`config.mk`:
```
export PLATFORM = sky130hd
export DESIGN_NAME = attribute_span_tokenizer_flat
export DESIGN_NICKNAME = d
export VERILOG_FILES = /design/src/hdl/ast_pkg.sv /design/src/hdl/ast_intf.sv /design/src/hdl/attribute_span_tokenizer.sv /design/src/hdl/ast_front.sv /design/src/hdl/ast_queue.sv /design/src/hdl/ast_back.sv /design/src/flat_wrapper.sv
export SDC_FILE = /design/constraint.sdc
export NUM_CORES = 2
export LEC_CHECK = 0
export BUFFER_PORTS_ARGS = -buffer_cell sky130_fd_sc_hd__buf_2
export CAP_MARGIN = 10
export CORE_MARGIN = 2
export CORE_UTILIZATION = 50
export DETAILED_ROUTE_END_ITERATION = 16
export GPL_ROUTABILITY_DRIVEN = 0
export PLACE_DENSITY = 0.68
export SYNTH_ARGS = -nofsm -noshare
export SYNTH_HDL_FRONTEND = slang
export SYNTH_HIERARCHICAL = 1
export SYNTH_SLANG_ARGS = --single-unit
export TNS_END_PERCENT = 100
```
`constraint.sdc`:
```
create_clock -name clk_i -period 11.8 [get_ports clk_i]
set_input_delay 1.18 -clock clk_i [delete_from_list [all_inputs] [get_ports clk_i]]
set_output_delay 1.18 -clock clk_i [all_outputs]
set_load 0.05 [all_outputs]
```
`src/hdl/ast_pkg.sv`:
```
// ----------------------------------------------------------------------------
// ast_pkg
// Shared types and constants of the attribute span tokenizer.
// ----------------------------------------------------------------------------
package ast_pkg;

  localparam int unsigned POS_WIDTH   = 16;
  localparam int unsigned FIELD_W     = 16;
  localparam int unsigned MAX_EVENTS  = 4;
  localparam int unsigned EV_IDX_W    = $clog2(MAX_EVENTS);
  localparam int unsigned CNT_W       = $clog2(MAX_EVENTS + 1);
  localparam int unsigned QUEUE_DEPTH = 4;

  localparam logic EV_DIRTY = 1'b0;
  localparam logic EV_ATTR  = 1'b1;

  localparam logic [1:0] QUOTE_NONE   = 2'd0;
  localparam logic [1:0] QUOTE_DOUBLE = 2'd1;
  localparam logic [1:0] QUOTE_SINGLE = 2'd2;

  typedef struct packed {
    logic               kind;
    logic [FIELD_W-1:0] start;
    logic [FIELD_W-1:0] len;
    logic [FIELD_W-1:0] eq_len;
    logic [FIELD_W-1:0] val_len;
    logic [1:0]         quote_kind;
    logic               quote_closed;
  } event_t;

  typedef struct packed {
    event_t [MAX_EVENTS-1:0] ev;
    logic [CNT_W-1:0]        count;
    logic                    ovf;
    logic                    eor;
  } bundle_t;

endpackage

```
`src/hdl/ast_intf.sv`:
```
// ----------------------------------------------------------------------------
// ast_intf
// Byte and event channels of the attribute span tokenizer.
// ----------------------------------------------------------------------------
interface ast_byte_if;
  logic       valid;
  logic       ready;
  logic [7:0] text_byte;
  logic       final_byte;

  modport source (output valid, output text_byte, output final_byte, input ready);
  modport sink   (input valid, input text_byte, input final_byte, output ready);
endinterface

interface ast_event_if;
  logic        valid;
  logic        ready;
  logic        event_kind;
  logic [15:0] span_start;
  logic [15:0] span_len;
  logic [15:0] eq_run_len;
  logic [15:0] value_len;
  logic [1:0]  quote_kind;
  logic        quote_closed;
  logic        length_overflow;
  logic        end_of_record;

  modport source (
    output valid, output event_kind, output span_start, output span_len,
    output eq_run_len, output value_len, output quote_kind, output quote_closed,
    output length_overflow, output end_of_record, input ready
  );
  modport sink (
    input valid, input event_kind, input span_start, input span_len,
    input eq_run_len, input value_len, input quote_kind, input quote_closed,
    input length_overflow, input end_of_record, output ready
  );
endinterface

```
`src/hdl/attribute_span_tokenizer.sv`:
```
// ----------------------------------------------------------------------------
// attribute_span_tokenizer
// Scans attribute bytes and reports attribute and dirty spans as event items.
// ----------------------------------------------------------------------------
// Throughput: one byte per cycle while the queue is not full; a byte that
//   closes spans yields up to four event items, held in a four-bundle queue
//   and sent one per cycle from the output register while the output is ready.
// Reset: scanner returns between attributes with all positions zero, queue
//   and output register empty.
// ----------------------------------------------------------------------------
module attribute_span_tokenizer #(
  parameter int unsigned POS_WIDTH = ast_pkg::POS_WIDTH
) (
  input  logic        clk_i,
  input  logic        rst_ni,
  ast_byte_if.sink    byte_i,
  ast_event_if.source event_o
);

  logic             q_push;
  logic             q_full;
  logic             q_pop;
  logic             q_empty;
  ast_pkg::bundle_t q_in;
  ast_pkg::bundle_t q_head;

  ast_front #(
    .POS_WIDTH(POS_WIDTH)
  ) u_front (
    .clk_i   (clk_i),
    .rst_ni  (rst_ni),
    .byte_i  (byte_i),
    .full_i  (q_full),
    .push_o  (q_push),
    .bundle_o(q_in)
  );

  ast_queue u_queue (
    .clk_i  (clk_i),
    .rst_ni (rst_ni),
    .push_i (q_push),
    .data_i (q_in),
    .full_o (q_full),
    .pop_i  (q_pop),
    .head_o (q_head),
    .empty_o(q_empty)
  );

  ast_back u_back (
    .clk_i  (clk_i),
    .rst_ni (rst_ni),
    .head_i (q_head),
    .empty_i(q_empty),
    .pop_o  (q_pop),
    .event_o(event_o)
  );

  assert property (@(posedge clk_i) disable iff (!rst_ni) q_push |-> !q_full)
    else $error("bundle pushed into full queue");

  assert property (@(posedge clk_i) disable iff (!rst_ni)
    (!q_empty && (!event_o.valid || event_o.ready)) |=> event_o.valid)
    else $error("pending bundle not moved to output");

  assert property (@(posedge clk_i) disable iff (!rst_ni)
    (event_o.valid && event_o.event_kind == ast_pkg::EV_DIRTY) |->
      (event_o.eq_run_len == '0 && event_o.value_len == '0 &&
       event_o.quote_kind == ast_pkg::QUOTE_NONE && !event_o.quote_closed))
    else $error("dirty item carries attribute fields");

  assert property (@(posedge clk_i) disable iff (!rst_ni)
    (event_o.valid && event_o.quote_closed) |-> (event_o.quote_kind != ast_pkg::QUOTE_NONE))
    else $error("closed quote without quote kind");

endmodule

```
`src/hdl/ast_front.sv`:
```
// ----------------------------------------------------------------------------
// ast_front
// Accepts bytes, runs the span scanner and builds one event bundle per byte.
// ----------------------------------------------------------------------------
module ast_front #(
  parameter int unsigned POS_WIDTH = ast_pkg::POS_WIDTH
) (
  input  logic             clk_i,
  input  logic             rst_ni,
  ast_byte_if.sink         byte_i,
  input  logic             full_i,
  output logic             push_o,
  output ast_pkg::bundle_t bundle_o
);

  typedef enum logic [5:0] {
    MODE_BETWEEN = 6'b000001,
    MODE_KEY     = 6'b000010,
    MODE_GAP     = 6'b000100,
    MODE_EQWS    = 6'b001000,
    MODE_VALU    = 6'b010000,
    MODE_VALQ    = 6'b100000
  } mode_e;

  typedef logic [POS_WIDTH-1:0] pos_t;

  localparam pos_t POS_MAX  = '1;
  localparam pos_t POS_ZERO = '0;
  localparam pos_t POS_ONE  = pos_t'(1);

  localparam logic [1:0] QUOTE_NONE   = ast_pkg::QUOTE_NONE;
  localparam logic [1:0] QUOTE_DOUBLE = ast_pkg::QUOTE_DOUBLE;
  localparam logic [1:0] QUOTE_SINGLE = ast_pkg::QUOTE_SINGLE;

  localparam logic [7:0] CH_SLASH = 8'h2F;
  localparam logic [7:0] CH_EQ    = 8'h3D;
  localparam logic [7:0] CH_US    = 8'h5F;
  localparam logic [7:0] CH_COLON = 8'h3A;
  localparam logic [7:0] CH_DOT   = 8'h2E;
  localparam logic [7:0] CH_DASH  = 8'h2D;
  localparam logic [7:0] CH_TAB   = 8'h09;
  localparam logic [7:0] CH_LF    = 8'h0A;
  localparam logic [7:0] CH_VT    = 8'h0B;
  localparam logic [7:0] CH_FF    = 8'h0C;
  localparam logic [7:0] CH_CR    = 8'h0D;
  localparam logic [7:0] CH_SP    = 8'h20;
  localparam logic [7:0] CH_DQ    = 8'h22;
  localparam logic [7:0] CH_SQ    = 8'h27;

  function automatic logic is_ws(input logic [7:0] c);
    return c == CH_SP || c == CH_TAB || c == CH_LF || c == CH_CR || c == CH_FF || c == CH_VT;
  endfunction

  function automatic logic is_alpha(input logic [7:0] c);
    return (c >= 8'h41 && c <= 8'h5A) || (c >= 8'h61 && c <= 8'h7A);
  endfunction

  function automatic logic first_ok(input logic [7:0] c);
    return is_alpha(c) || c == CH_US || c == CH_COLON;
  endfunction

  function automatic logic rest_ok(input logic [7:0] c);
    return is_alpha(c) || (c >= 8'h30 && c <= 8'h39) || c == CH_COLON || c == CH_DOT ||
           c == CH_US || c == CH_DASH;
  endfunction

  function automatic logic is_delim(input logic [7:0] c);
    return c == CH_SLASH || c == CH_EQ || is_ws(c);
  endfunction

  function automatic pos_t sat_inc(input pos_t x);
    return (x == POS_MAX) ? x : x + POS_ONE;
  endfunction

  function automatic pos_t sat_add(input pos_t a, input pos_t b);
    logic [POS_WIDTH:0] s;
    s = {1'b0, a} + {1'b0, b};
    return s[POS_WIDTH] ? POS_MAX : s[POS_WIDTH-1:0];
  endfunction

  function automatic pos_t sat_sub(input pos_t a, input pos_t b);
    return (a >= b) ? a - b : POS_ZERO;
  endfunction

  function automatic ast_pkg::event_t mk_ev(input logic kind, input pos_t start, input pos_t len,
                                            input pos_t eq, input pos_t val,
                                            input logic [1:0] qk, input logic qc);
    ast_pkg::event_t e;
    e.kind         = kind;
    e.start        = ast_pkg::FIELD_W'(start);
    e.len          = ast_pkg::FIELD_W'(len);
    e.eq_len       = ast_pkg::FIELD_W'(eq);
    e.val_len      = ast_pkg::FIELD_W'(val);
    e.quote_kind   = qk;
    e.quote_closed = qc;
    return e;
  endfunction

  mode_e      mode_q, mode_d;
  pos_t       pos_q, pos_d;
  pos_t       dbeg_q, dbeg_d;
  logic       dpend_q, dpend_d;
  pos_t       kbeg_q, kbeg_d;
  pos_t       klen_q, klen_d;
  logic       kok_q, kok_d;
  pos_t       gap_q, gap_d;
  pos_t       eqlen_q, eqlen_d;
  pos_t       vlen_q, vlen_d;
  logic [1:0] oq_q, oq_d;
  logic       ovf_q, ovf_d;

  ast_pkg::bundle_t bnd;
  logic             accept;

  assign byte_i.ready = !full_i;
  assign accept       = byte_i.valid && byte_i.ready;
  assign push_o       = accept && (bnd.count != '0);
  assign bundle_o     = bnd;

  always_comb begin
    logic [7:0]                c;
    logic                      last;
    logic                      again;
    pos_t                      pos;
    pos_t                      end_pos;
    logic [ast_pkg::CNT_W-1:0] n;

    c       = byte_i.text_byte;
    last    = byte_i.final_byte;
    again   = 1'b0;
    n       = '0;
    bnd     = '0;
    mode_d  = mode_q;
    dbeg_d  = dbeg_q;
    dpend_d = dpend_q;
    kbeg_d  = kbeg_q;
    klen_d  = klen_q;
    kok_d   = kok_q;
    gap_d   = gap_q;
    eqlen_d = eqlen_q;
    vlen_d  = vlen_q;
    oq_d    = oq_q;
    ovf_d   = ovf_q;
    pos     = pos_q;
    if (pos_q == POS_MAX) begin
      ovf_d = 1'b1;
    end

    case (mode_q)
      MODE_KEY: begin
        if (is_delim(c)) begin
          if (!kok_q) begin
            if (!dpend_d) begin
              dpend_d = 1'b1;
              dbeg_d  = kbeg_d;
            end
            mode_d = MODE_BETWEEN;
            again  = 1'b1;
          end else if (is_ws(c)) begin
            gap_d  = POS_ONE;
            mode_d = MODE_GAP;
          end else if (c == CH_EQ) begin
            eqlen_d = POS_ONE;
            mode_d  = MODE_EQWS;
          end else begin
            if (dpend_d) begin
              bnd.ev[n[ast_pkg::EV_IDX_W-1:0]] = mk_ev(ast_pkg::EV_DIRTY, dbeg_d,
                sat_sub(kbeg_d, dbeg_d), POS_ZERO, POS_ZERO, QUOTE_NONE, 1'b0);
              n       = n + 1'b1;
              dpend_d = 1'b0;
            end
            bnd.ev[n[ast_pkg::EV_IDX_W-1:0]] = mk_ev(ast_pkg::EV_ATTR, kbeg_d, klen_d,
              POS_ZERO, POS_ZERO, QUOTE_NONE, 1'b0);
            n      = n + 1'b1;
            mode_d = MODE_BETWEEN;
            again  = 1'b1;
          end
        end else begin
          klen_d = sat_inc(klen_d);
          if (!rest_ok(c)) begin
            kok_d = 1'b0;
          end
        end
      end
      MODE_GAP: begin
        if (is_ws(c)) begin
          gap_d = sat_inc(gap_d);
        end else if (c == CH_EQ) begin
          eqlen_d = sat_inc(gap_d);
          mode_d  = MODE_EQWS;
        end else begin
          if (dpend_d) begin
            bnd.ev[n[ast_pkg::EV_IDX_W-1:0]] = mk_ev(ast_pkg::EV_DIRTY, dbeg_d,
              sat_sub(kbeg_d, dbeg_d), POS_ZERO, POS_ZERO, QUOTE_NONE, 1'b0);
            n = n + 1'b1;
          end
          bnd.ev[n[ast_pkg::EV_IDX_W-1:0]] = mk_ev(ast_pkg::EV_ATTR, kbeg_d, klen_d,
            POS_ZERO, POS_ZERO, QUOTE_NONE, 1'b0);
          n       = n + 1'b1;
          dpend_d = 1'b1;
          dbeg_d  = sat_add(kbeg_d, klen_d);
          mode_d  = MODE_BETWEEN;
          again   = 1'b1;
        end
      end
      MODE_EQWS: begin
        if (is_ws(c)) begin
          eqlen_d = sat_inc(eqlen_d);
        end else if (c == CH_DQ || c == CH_SQ) begin
          oq_d   = (c == CH_DQ) ? QUOTE_DOUBLE : QUOTE_SINGLE;
          vlen_d = POS_ZERO;
          mode_d = MODE_VALQ;
        end else begin
          vlen_d = POS_ONE;
          mode_d = MODE_VALU;
        end
      end
      MODE_VALU: begin
        if (is_ws(c)) begin
          if (dpend_d) begin
            bnd.ev[n[ast_pkg::EV_IDX_W-1:0]] = mk_ev(ast_pkg::EV_DIRTY, dbeg_d,
              sat_sub(kbeg_d, dbeg_d), POS_ZERO, POS_ZERO, QUOTE_NONE, 1'b0);
            n       = n + 1'b1;
            dpend_d = 1'b0;
          end
          bnd.ev[n[ast_pkg::EV_IDX_W-1:0]] = mk_ev(ast_pkg::EV_ATTR, kbeg_d, klen_d,
            eqlen_d, vlen_d, QUOTE_NONE, 1'b0);
          n      = n + 1'b1;
          mode_d = MODE_BETWEEN;
          again  = 1'b1;
        end else begin
          vlen_d = sat_inc(vlen_d);
        end
      end
      MODE_VALQ: begin
        if (c == ((oq_d == QUOTE_DOUBLE) ? CH_DQ : CH_SQ)) begin
          if (dpend_d) begin
            bnd.ev[n[ast_pkg::EV_IDX_W-1:0]] = mk_ev(ast_pkg::EV_DIRTY, dbeg_d,
              sat_sub(kbeg_d, dbeg_d), POS_ZERO, POS_ZERO, QUOTE_NONE, 1'b0);
            n       = n + 1'b1;
            dpend_d = 1'b0;
          end
          bnd.ev[n[ast_pkg::EV_IDX_W-1:0]] = mk_ev(ast_pkg::EV_ATTR, kbeg_d, klen_d,
            eqlen_d, vlen_d, oq_d, 1'b1);
          n      = n + 1'b1;
          mode_d = MODE_BETWEEN;
        end else begin
          vlen_d = sat_inc(vlen_d);
        end
      end
      default: begin
        mode_d = MODE_BETWEEN;
        if (is_delim(c)) begin
          if (!dpend_d) begin
            dpend_d = 1'b1;
            dbeg_d  = pos;
          end
        end else begin
          kbeg_d = pos;
          klen_d = POS_ONE;
          kok_d  = first_ok(c);
          mode_d = MODE_KEY;
        end
      end
    endcase

    if (again) begin
      if (is_delim(c)) begin
        if (!dpend_d) begin
          dpend_d = 1'b1;
          dbeg_d  = pos;
        end
      end else begin
        kbeg_d = pos;
        klen_d = POS_ONE;
        kok_d  = first_ok(c);
        mode_d = MODE_KEY;
      end
    end

    end_pos = sat_inc(pos);
    pos_d   = end_pos;

    if (last) begin
      case (mode_d)
        MODE_KEY, MODE_GAP, MODE_EQWS, MODE_VALU, MODE_VALQ: begin
          if (mode_d == MODE_KEY && !kok_d) begin
            if (!dpend_d) begin
              dpend_d = 1'b1;
              dbeg_d  = kbeg_d;
            end
          end else begin
            if (dpend_d) begin
              bnd.ev[n[ast_pkg::EV_IDX_W-1:0]] = mk_ev(ast_pkg::EV_DIRTY, dbeg_d,
                sat_sub(kbeg_d, dbeg_d), POS_ZERO, POS_ZERO, QUOTE_NONE, 1'b0);
              n       = n + 1'b1;
              dpend_d = 1'b0;
            end
            case (mode_d)
              MODE_EQWS: bnd.ev[n[ast_pkg::EV_IDX_W-1:0]] = mk_ev(ast_pkg::EV_ATTR, kbeg_d,
                klen_d, eqlen_d, POS_ZERO, QUOTE_NONE, 1'b0);
              MODE_VALU: bnd.ev[n[ast_pkg::EV_IDX_W-1:0]] = mk_ev(ast_pkg::EV_ATTR, kbeg_d,
                klen_d, eqlen_d, vlen_d, QUOTE_NONE, 1'b0);
              MODE_VALQ: bnd.ev[n[ast_pkg::EV_IDX_W-1:0]] = mk_ev(ast_pkg::EV_ATTR, kbeg_d,
                klen_d, eqlen_d, vlen_d, oq_d, 1'b0);
              default:   bnd.ev[n[ast_pkg::EV_IDX_W-1:0]] = mk_ev(ast_pkg::EV_ATTR, kbeg_d,
                klen_d, POS_ZERO, POS_ZERO, QUOTE_NONE, 1'b0);
            endcase
            n = n + 1'b1;
            if (mode_d == MODE_GAP) begin
              dpend_d = 1'b1;
              dbeg_d  = sat_add(kbeg_d, klen_d);
            end
          end
        end
        default: ;
      endcase
      if (dpend_d) begin
        bnd.ev[n[ast_pkg::EV_IDX_W-1:0]] = mk_ev(ast_pkg::EV_DIRTY, dbeg_d,
          sat_sub(end_pos, dbeg_d), POS_ZERO, POS_ZERO, QUOTE_NONE, 1'b0);
        n = n + 1'b1;
      end
    end

    bnd.count = n;
    bnd.ovf   = ovf_d;
    bnd.eor   = last;

    if (last) begin
      mode_d  = MODE_BETWEEN;
      pos_d   = POS_ZERO;
      dbeg_d  = POS_ZERO;
      dpend_d = 1'b0;
      kbeg_d  = POS_ZERO;
      klen_d  = POS_ZERO;
      kok_d   = 1'b0;
      gap_d   = POS_ZERO;
      eqlen_d = POS_ZERO;
      vlen_d  = POS_ZERO;
      oq_d    = QUOTE_NONE;
      ovf_d   = 1'b0;
    end
  end

  always_ff @(posedge clk_i or negedge rst_ni) begin
    if (!rst_ni) begin
      mode_q  <= MODE_BETWEEN;
      pos_q   <= POS_ZERO;
      dbeg_q  <= POS_ZERO;
      dpend_q <= 1'b0;
      kbeg_q  <= POS_ZERO;
      klen_q  <= POS_ZERO;
      kok_q   <= 1'b0;
      gap_q   <= POS_ZERO;
      eqlen_q <= POS_ZERO;
      vlen_q  <= POS_ZERO;
      oq_q    <= QUOTE_NONE;
      ovf_q   <= 1'b0;
    end else if (accept) begin
      mode_q  <= mode_d;
      pos_q   <= pos_d;
      dbeg_q  <= dbeg_d;
      dpend_q <= dpend_d;
      kbeg_q  <= kbeg_d;
      klen_q  <= klen_d;
      kok_q   <= kok_d;
      gap_q   <= gap_d;
      eqlen_q <= eqlen_d;
      vlen_q  <= vlen_d;
      oq_q    <= oq_d;
      ovf_q   <= ovf_d;
    end
  end

endmodule

```
`src/hdl/ast_queue.sv`:
```
// ----------------------------------------------------------------------------
// ast_queue
// Short first-in first-out queue of event bundles between front and back.
// ----------------------------------------------------------------------------
module ast_queue (
  input  logic             clk_i,
  input  logic             rst_ni,
  input  logic             push_i,
  input  ast_pkg::bundle_t data_i,
  output logic             full_o,
  input  logic             pop_i,
  output ast_pkg::bundle_t head_o,
  output logic             empty_o
);

  localparam int unsigned PTR_W = $clog2(ast_pkg::QUEUE_DEPTH);
  localparam int unsigned CNT_W = $clog2(ast_pkg::QUEUE_DEPTH + 1);

  ast_pkg::bundle_t   store_q [ast_pkg::QUEUE_DEPTH];
  logic [PTR_W-1:0]   wr_q, wr_d;
  logic [PTR_W-1:0]   rd_q, rd_d;
  logic [CNT_W-1:0]   cnt_q, cnt_d;
  logic               do_push;
  logic               do_pop;

  assign full_o  = (cnt_q == CNT_W'(ast_pkg::QUEUE_DEPTH));
  assign empty_o = (cnt_q == '0);
  assign head_o  = store_q[rd_q];
  assign do_push = push_i && !full_o;
  assign do_pop  = pop_i && !empty_o;

  always_comb begin
    wr_d  = do_push ? wr_q + 1'b1 : wr_q;
    rd_d  = do_pop ? rd_q + 1'b1 : rd_q;
    cnt_d = cnt_q;
    if (do_push && !do_pop) begin
      cnt_d = cnt_q + 1'b1;
    end else if (do_pop && !do_push) begin
      cnt_d = cnt_q - 1'b1;
    end
  end

  always_ff @(posedge clk_i) begin
    if (do_push) begin
      store_q[wr_q] <= data_i;
    end
  end

  always_ff @(posedge clk_i or negedge rst_ni) begin
    if (!rst_ni) begin
      wr_q  <= '0;
      rd_q  <= '0;
      cnt_q <= '0;
    end else begin
      wr_q  <= wr_d;
      rd_q  <= rd_d;
      cnt_q <= cnt_d;
    end
  end

endmodule

```
`src/hdl/ast_back.sv`:
```
// ----------------------------------------------------------------------------
// ast_back
// Unpacks event bundles; presents one item per cycle while ready is high.
// ----------------------------------------------------------------------------
module ast_back (
  input  logic             clk_i,
  input  logic             rst_ni,
  input  ast_pkg::bundle_t head_i,
  input  logic             empty_i,
  output logic             pop_o,
  ast_event_if.source      event_o
);

  logic [ast_pkg::EV_IDX_W-1:0] idx_q, idx_d;
  logic                         valid_q;
  ast_pkg::event_t              ev_q;
  logic                         ovf_q;
  logic                         eor_q;
  logic                         load;
  logic                         last_ev;

  assign load    = !empty_i && (!valid_q || event_o.ready);
  assign last_ev = (ast_pkg::CNT_W'(idx_q) + 1'b1) == head_i.count;
  assign pop_o   = load && last_ev;
  assign idx_d   = last_ev ? '0 : idx_q + 1'b1;

  always_ff @(posedge clk_i or negedge rst_ni) begin
    if (!rst_ni) begin
      valid_q <= 1'b0;
      idx_q   <= '0;
    end else begin
      if (load) begin
        valid_q <= 1'b1;
        idx_q   <= idx_d;
      end else if (event_o.ready) begin
        valid_q <= 1'b0;
      end
    end
  end

  always_ff @(posedge clk_i) begin
    if (load) begin
      ev_q  <= head_i.ev[idx_q];
      ovf_q <= head_i.ovf;
      eor_q <= head_i.eor && last_ev;
    end
  end

  assign event_o.valid           = valid_q;
  assign event_o.event_kind      = ev_q.kind;
  assign event_o.span_start      = ev_q.start;
  assign event_o.span_len        = ev_q.len;
  assign event_o.eq_run_len      = ev_q.eq_len;
  assign event_o.value_len       = ev_q.val_len;
  assign event_o.quote_kind      = ev_q.quote_kind;
  assign event_o.quote_closed    = ev_q.quote_closed;
  assign event_o.length_overflow = ovf_q;
  assign event_o.end_of_record   = eor_q;

endmodule

```
`src/flat_wrapper.sv`:
```
// flat-port wrapper written by rule: the top's interface ports become plain ports
module attribute_span_tokenizer_flat 
#(
  parameter int unsigned POS_WIDTH = ast_pkg::POS_WIDTH
)
  (clk_i, rst_ni, byte_i_valid, byte_i_text_byte, byte_i_final_byte, byte_i_ready, event_o_valid, event_o_event_kind, event_o_span_start, event_o_span_len, event_o_eq_run_len, event_o_value_len, event_o_quote_kind, event_o_quote_closed, event_o_length_overflow, event_o_end_of_record, event_o_ready);
  ast_byte_if byte_i_i ();
  ast_event_if event_o_i ();
  input  logic clk_i;
  input  logic rst_ni;
  input wire logic [$bits(byte_i_i.valid)-1:0] byte_i_valid;
  input wire logic [$bits(byte_i_i.text_byte)-1:0] byte_i_text_byte;
  input wire logic [$bits(byte_i_i.final_byte)-1:0] byte_i_final_byte;
  output wire logic [$bits(byte_i_i.ready)-1:0] byte_i_ready;
  output wire logic [$bits(event_o_i.valid)-1:0] event_o_valid;
  output wire logic [$bits(event_o_i.event_kind)-1:0] event_o_event_kind;
  output wire logic [$bits(event_o_i.span_start)-1:0] event_o_span_start;
  output wire logic [$bits(event_o_i.span_len)-1:0] event_o_span_len;
  output wire logic [$bits(event_o_i.eq_run_len)-1:0] event_o_eq_run_len;
  output wire logic [$bits(event_o_i.value_len)-1:0] event_o_value_len;
  output wire logic [$bits(event_o_i.quote_kind)-1:0] event_o_quote_kind;
  output wire logic [$bits(event_o_i.quote_closed)-1:0] event_o_quote_closed;
  output wire logic [$bits(event_o_i.length_overflow)-1:0] event_o_length_overflow;
  output wire logic [$bits(event_o_i.end_of_record)-1:0] event_o_end_of_record;
  input wire logic [$bits(event_o_i.ready)-1:0] event_o_ready;
  assign byte_i_i.valid = byte_i_valid;
  assign byte_i_i.text_byte = byte_i_text_byte;
  assign byte_i_i.final_byte = byte_i_final_byte;
  assign byte_i_ready = byte_i_i.ready;
  assign event_o_valid = event_o_i.valid;
  assign event_o_event_kind = event_o_i.event_kind;
  assign event_o_span_start = event_o_i.span_start;
  assign event_o_span_len = event_o_i.span_len;
  assign event_o_eq_run_len = event_o_i.eq_run_len;
  assign event_o_value_len = event_o_i.value_len;
  assign event_o_quote_kind = event_o_i.quote_kind;
  assign event_o_quote_closed = event_o_i.quote_closed;
  assign event_o_length_overflow = event_o_i.length_overflow;
  assign event_o_end_of_record = event_o_i.end_of_record;
  assign event_o_i.ready = event_o_ready;
  attribute_span_tokenizer #(.POS_WIDTH(POS_WIDTH)) u_core (.clk_i(clk_i), .rst_ni(rst_ni), .byte_i(byte_i_i), .event_o(event_o_i));
endmodule
```
==> out/results.txt <==
Placement Setup Slack: 1.562 ns
First-pass GRT wire length: 265.1 mm
Synth Area per Inst: 14.48 um2
DRT met1 WL: 70.11 mm
Max Clock Freq: 97.80 MHz
Element type at the critical path start: flop
TritonCTS buffer count: 134
CP startpoint: u_core/u_front/mode_q[3]
Ys flop type: edfxtp_1
Setup Fix Bufs, Post-CTS: 0
Port Buf Inserts: 84
Critical path capture point type: flop
Wire per inst: 29.41 um
Die width: 358.0 um
Clock sinks: 1,311
GRT overflow: 0
EDFF count, synth: 1,178
Synth Instances: 4,327
CTS root buf: clkbuf_16
Crit-path max FO: 14
Met3 routed WL: 21.02 mm
Average vias per placed instance: 6.784
PwrDens: 223.4 mW/mm2
Clock Skew: 0.04287 ns
Drt first pass iters: 10
Final setup violation count: 0
Worst Tran Pin Value: 1.389 ns
Maxcap violations: 0
R2r startpoint: u_core/u_front/mode_q[3]
Final nets: 4,491
DRC errors left: 0
CP required: 12.26 ns
Core ar.: 0.1240 mm2
Pleak: 0.02368 uW
DR top layer: met5
Initial core utilization: 50.56%
H-tree depth: 4
WL final: 179.8 mm
Synth async-reset ratio: 10.14%
CTS max path bufs: 3
WL met2: 78.71 mm
CP Class: flop to flop
FF+latch count, synth: 1,311
Slew Limit Fails: 0
Worst reg-to-reg path cell count: 26
Setup TNS: 0 ns
Seq/Total Area, Yosys: 61.76%
Slew margin rel.: 6.719%
Ys Warns: 6
Worst Hold Class: input port to asynchronous set/reset pin
Rows: 129
Post-CTS sizing: 0
Tmin final: 10.23 ns
CTS tree: yes
Initial DRC count: 6,422
Worst Setup EP: u_core/u_queue/store_q[0][120]
Share of cells above drive strength 1: 18.07%
Fin util: 55.85%
Synthesized area: 0.06267 mm2
Via count of the first global-routing pass: 40,010
GR Util All Layers: 28.11%
I/O pin total: 85
Unrepaired setup endpoints after global routing: false
Detail Route Antenna Nets: 0
Die area: 0.1282 mm2
Initial antenna violation count: 9
Final Hold Fails: 0
Clk pin slew, worst setup/hold paths: 0.07 ns
Yosys cell types: 100
Overall power: 15,460 uW
CTS Hold Buffers Added: 0
Largest net degree at the start of global routing: 90
Layout area overhead: 10.46%
Final worst-path setup slack: 1.575 ns
Die Y: 358.0 um
Worst R2R End: u_core/u_queue/store_q[0][120]
Final period util: 86.66%
Peak supply drop: 0.1321 mV
Crit path DAT: 10.68 ns
Status: complete, no violations
Clock latency on the worst-skew pair: 0.80 ns
Vias: 41,490
Reg2Reg Setup Slack: 1.57 ns
DP Wirelength: 115.1 mm
## worst max-delay path, cell delays in order, from the launching register on
cell	delay [ns]
dfrtp_1	0.51
nor4_1	0.89
and3b_1	0.34
nor4_2	0.06
buf_4	0.22
nor3_1	0.73
nor2_2	0.36
buf_4	0.32
nor3_1	1.11
ha_1	0.42
nand4_1	0.13
o221ai_1	0.62
o22ai_1	0.23
a21oi_1	0.36
ha_1	0.25
inv_1	0.07
fa_1	0.46
a21o_1	0.17
a21oi_1	0.22
o21bai_1	0.12
a21oi_1	0.26
o21bai_1	0.09
a21oi_1	0.36
a21bo_1	0.31
a311o_1	0.64
nand2_1	0.41
o21ai_1	0.22
## per-stage QoR
step / hold slack (ns) / instance area (um2) / std cells
finish: 0.4640 / 69230 / 6116
global route: 0.4899 / 69220 / 6115
CTS: 0.4497 / 69220 / 6113
detailed placement: 0.4733 / 64780 / 5868
global placement: 0.4650 / 64780 / 5868
floorplan: 0.4471 / 62680 / 4328
## state kept, by name, indices dropped and copies added, names as in the netlist, 3 cells and up
name                              flops
u_core/u_front/vlen_q                16
u_core/u_front/pos_q                 16
u_core/u_front/mode_q                 6
u_core/u_queue/store_q             1108
u_core/u_front/eqlen_q               16
u_core/u_queue/cnt_q                  3
u_core/u_front/dbeg_q                16
u_core/u_back/event_o.span_len       16
u_core/u_front/gap_q                 16
u_core/u_back/event_o.eq_run_len     16
u_core/u_front/kbeg_q                16
u_core/u_front/klen_q                16
u_core/u_back/event_o.value_len      16
u_core/u_back/event_o.span_start     16
## report_power, final
group | internal [uW] | total, uW | switching [uW]
sequential | 5760 | 6100 | 333
combinational | 1940 | 5130 | 3190
clock | 2400 | 4240 | 1840
total | 10100 | 15500 | 5360
## layer usage
metal  vias up  track usage, %
met5         -               0
met2      2763           41.17
met1     20780           39.07
met4         8           13.25
met3       650           7.969
li1      17290               -
## synth_stat cells (20+ instances only)
| library cell | instances | share of area [%] |
|---|---|---|
| nand4_1 | 24 | 0.24 |
| mux4_2 | 345 | 12 |
| buf_6 | 27 | 0.49 |
| a21o_1 | 43 | 0.52 |
| edfxtp_1 | 1178 | 56 |
| nor3_1 | 48 | 0.38 |
| o221ai_1 | 37 | 0.52 |
| xor2_1 | 42 | 0.59 |
| and2_1 | 43 | 0.43 |
| a211oi_1 | 24 | 0.29 |
| o22ai_1 | 56 | 0.56 |
| and3_1 | 41 | 0.41 |
| a22oi_1 | 78 | 0.93 |
| ha_1 | 105 | 2.1 |
| a21oi_1 | 203 | 1.6 |
| mux2i_1 | 34 | 0.54 |
| dfrtp_1 | 132 | 5.3 |
| inv_1 | 85 | 0.51 |
| xnor2_1 | 60 | 0.84 |
| o21ai_0 | 260 | 2.1 |
| nor2_1 | 306 | 1.8 |
| a31oi_1 | 27 | 0.27 |
| clkbuf_1 | 198 | 1.2 |
| nand2_1 | 315 | 1.9 |
| o22a_1 | 31 | 0.43 |
| o21a_1 | 20 | 0.24 |
| nand3_1 | 71 | 0.57 |
| nor2b_1 | 29 | 0.29 |
| a22o_1 | 90 | 1.3 |
| o21ai_1 | 24 | 0.19 |
| o31ai_1 | 26 | 0.31 |
| buf_2 | 50 | 0.40 |
## how the worst min path moves through the flow
stage                             from                  endpoint  slack (ns)
3_3_place_gp   u_core/u_queue/cnt_q[2]   u_core/u_queue/cnt_q[2]        0.47
5_1_grt                         rst_ni   u_core/u_front/pos_q[8]        0.49
6_report                        rst_ni  u_core/u_front/kbeg_q[9]        0.46
3_5_place_dp   u_core/u_queue/cnt_q[2]   u_core/u_queue/cnt_q[2]        0.47
2_1_floorplan  u_core/u_queue/cnt_q[2]   u_core/u_queue/cnt_q[2]        0.45
4_1_cts                         rst_ni   u_core/u_front/pos_q[8]        0.45
## final cells by class
class / count / area, um2
antenna: 3 / 7.507
fill: 9650 / 54730
clock inverter: 73 / 885.9
multi-input combinational: 2637 / 22240
sequential: 1311 / 38720
tap: 1637 / 2048
timing repair buffer: 196 / 1443
inverter: 87 / 326.6
clock buffer: 172 / 3556
## cells by family (layout without fill, tap and decap cells)
family / after synthesis / after routing / synth area share (%)
flops: 1311 / 1311 / 61.76
xor+xnor: 103 / 103 / 1.451
buf+inv: 380 / 528 / 2.911
simple gates: 966 / 966 / 7.106
compound gates: 1067 / 1067 / 11.38
other cells: 1 / 5 / 0.005984
fa+ha+maj: 111 / 111 / 2.288
mux: 388 / 388 / 13.10
## layout by cell type, fill, tap and decap left out, types with 85 or more instances in the layout
master / synthesis / layout
clkbuf_16: 0 / 134
buf_4: 5 / 98
nand2_1: 315 / 312
mux4_2: 345 / 345
ha_1: 105 / 105
a22o_1: 90 / 90
inv_1: 85 / 85
dfrtp_1: 132 / 128
nor2_1: 306 / 299
edfxtp_1: 1178 / 1178
a21oi_1: 203 / 203
o21ai_0: 260 / 258
Power figures use the tool's default switching activity.
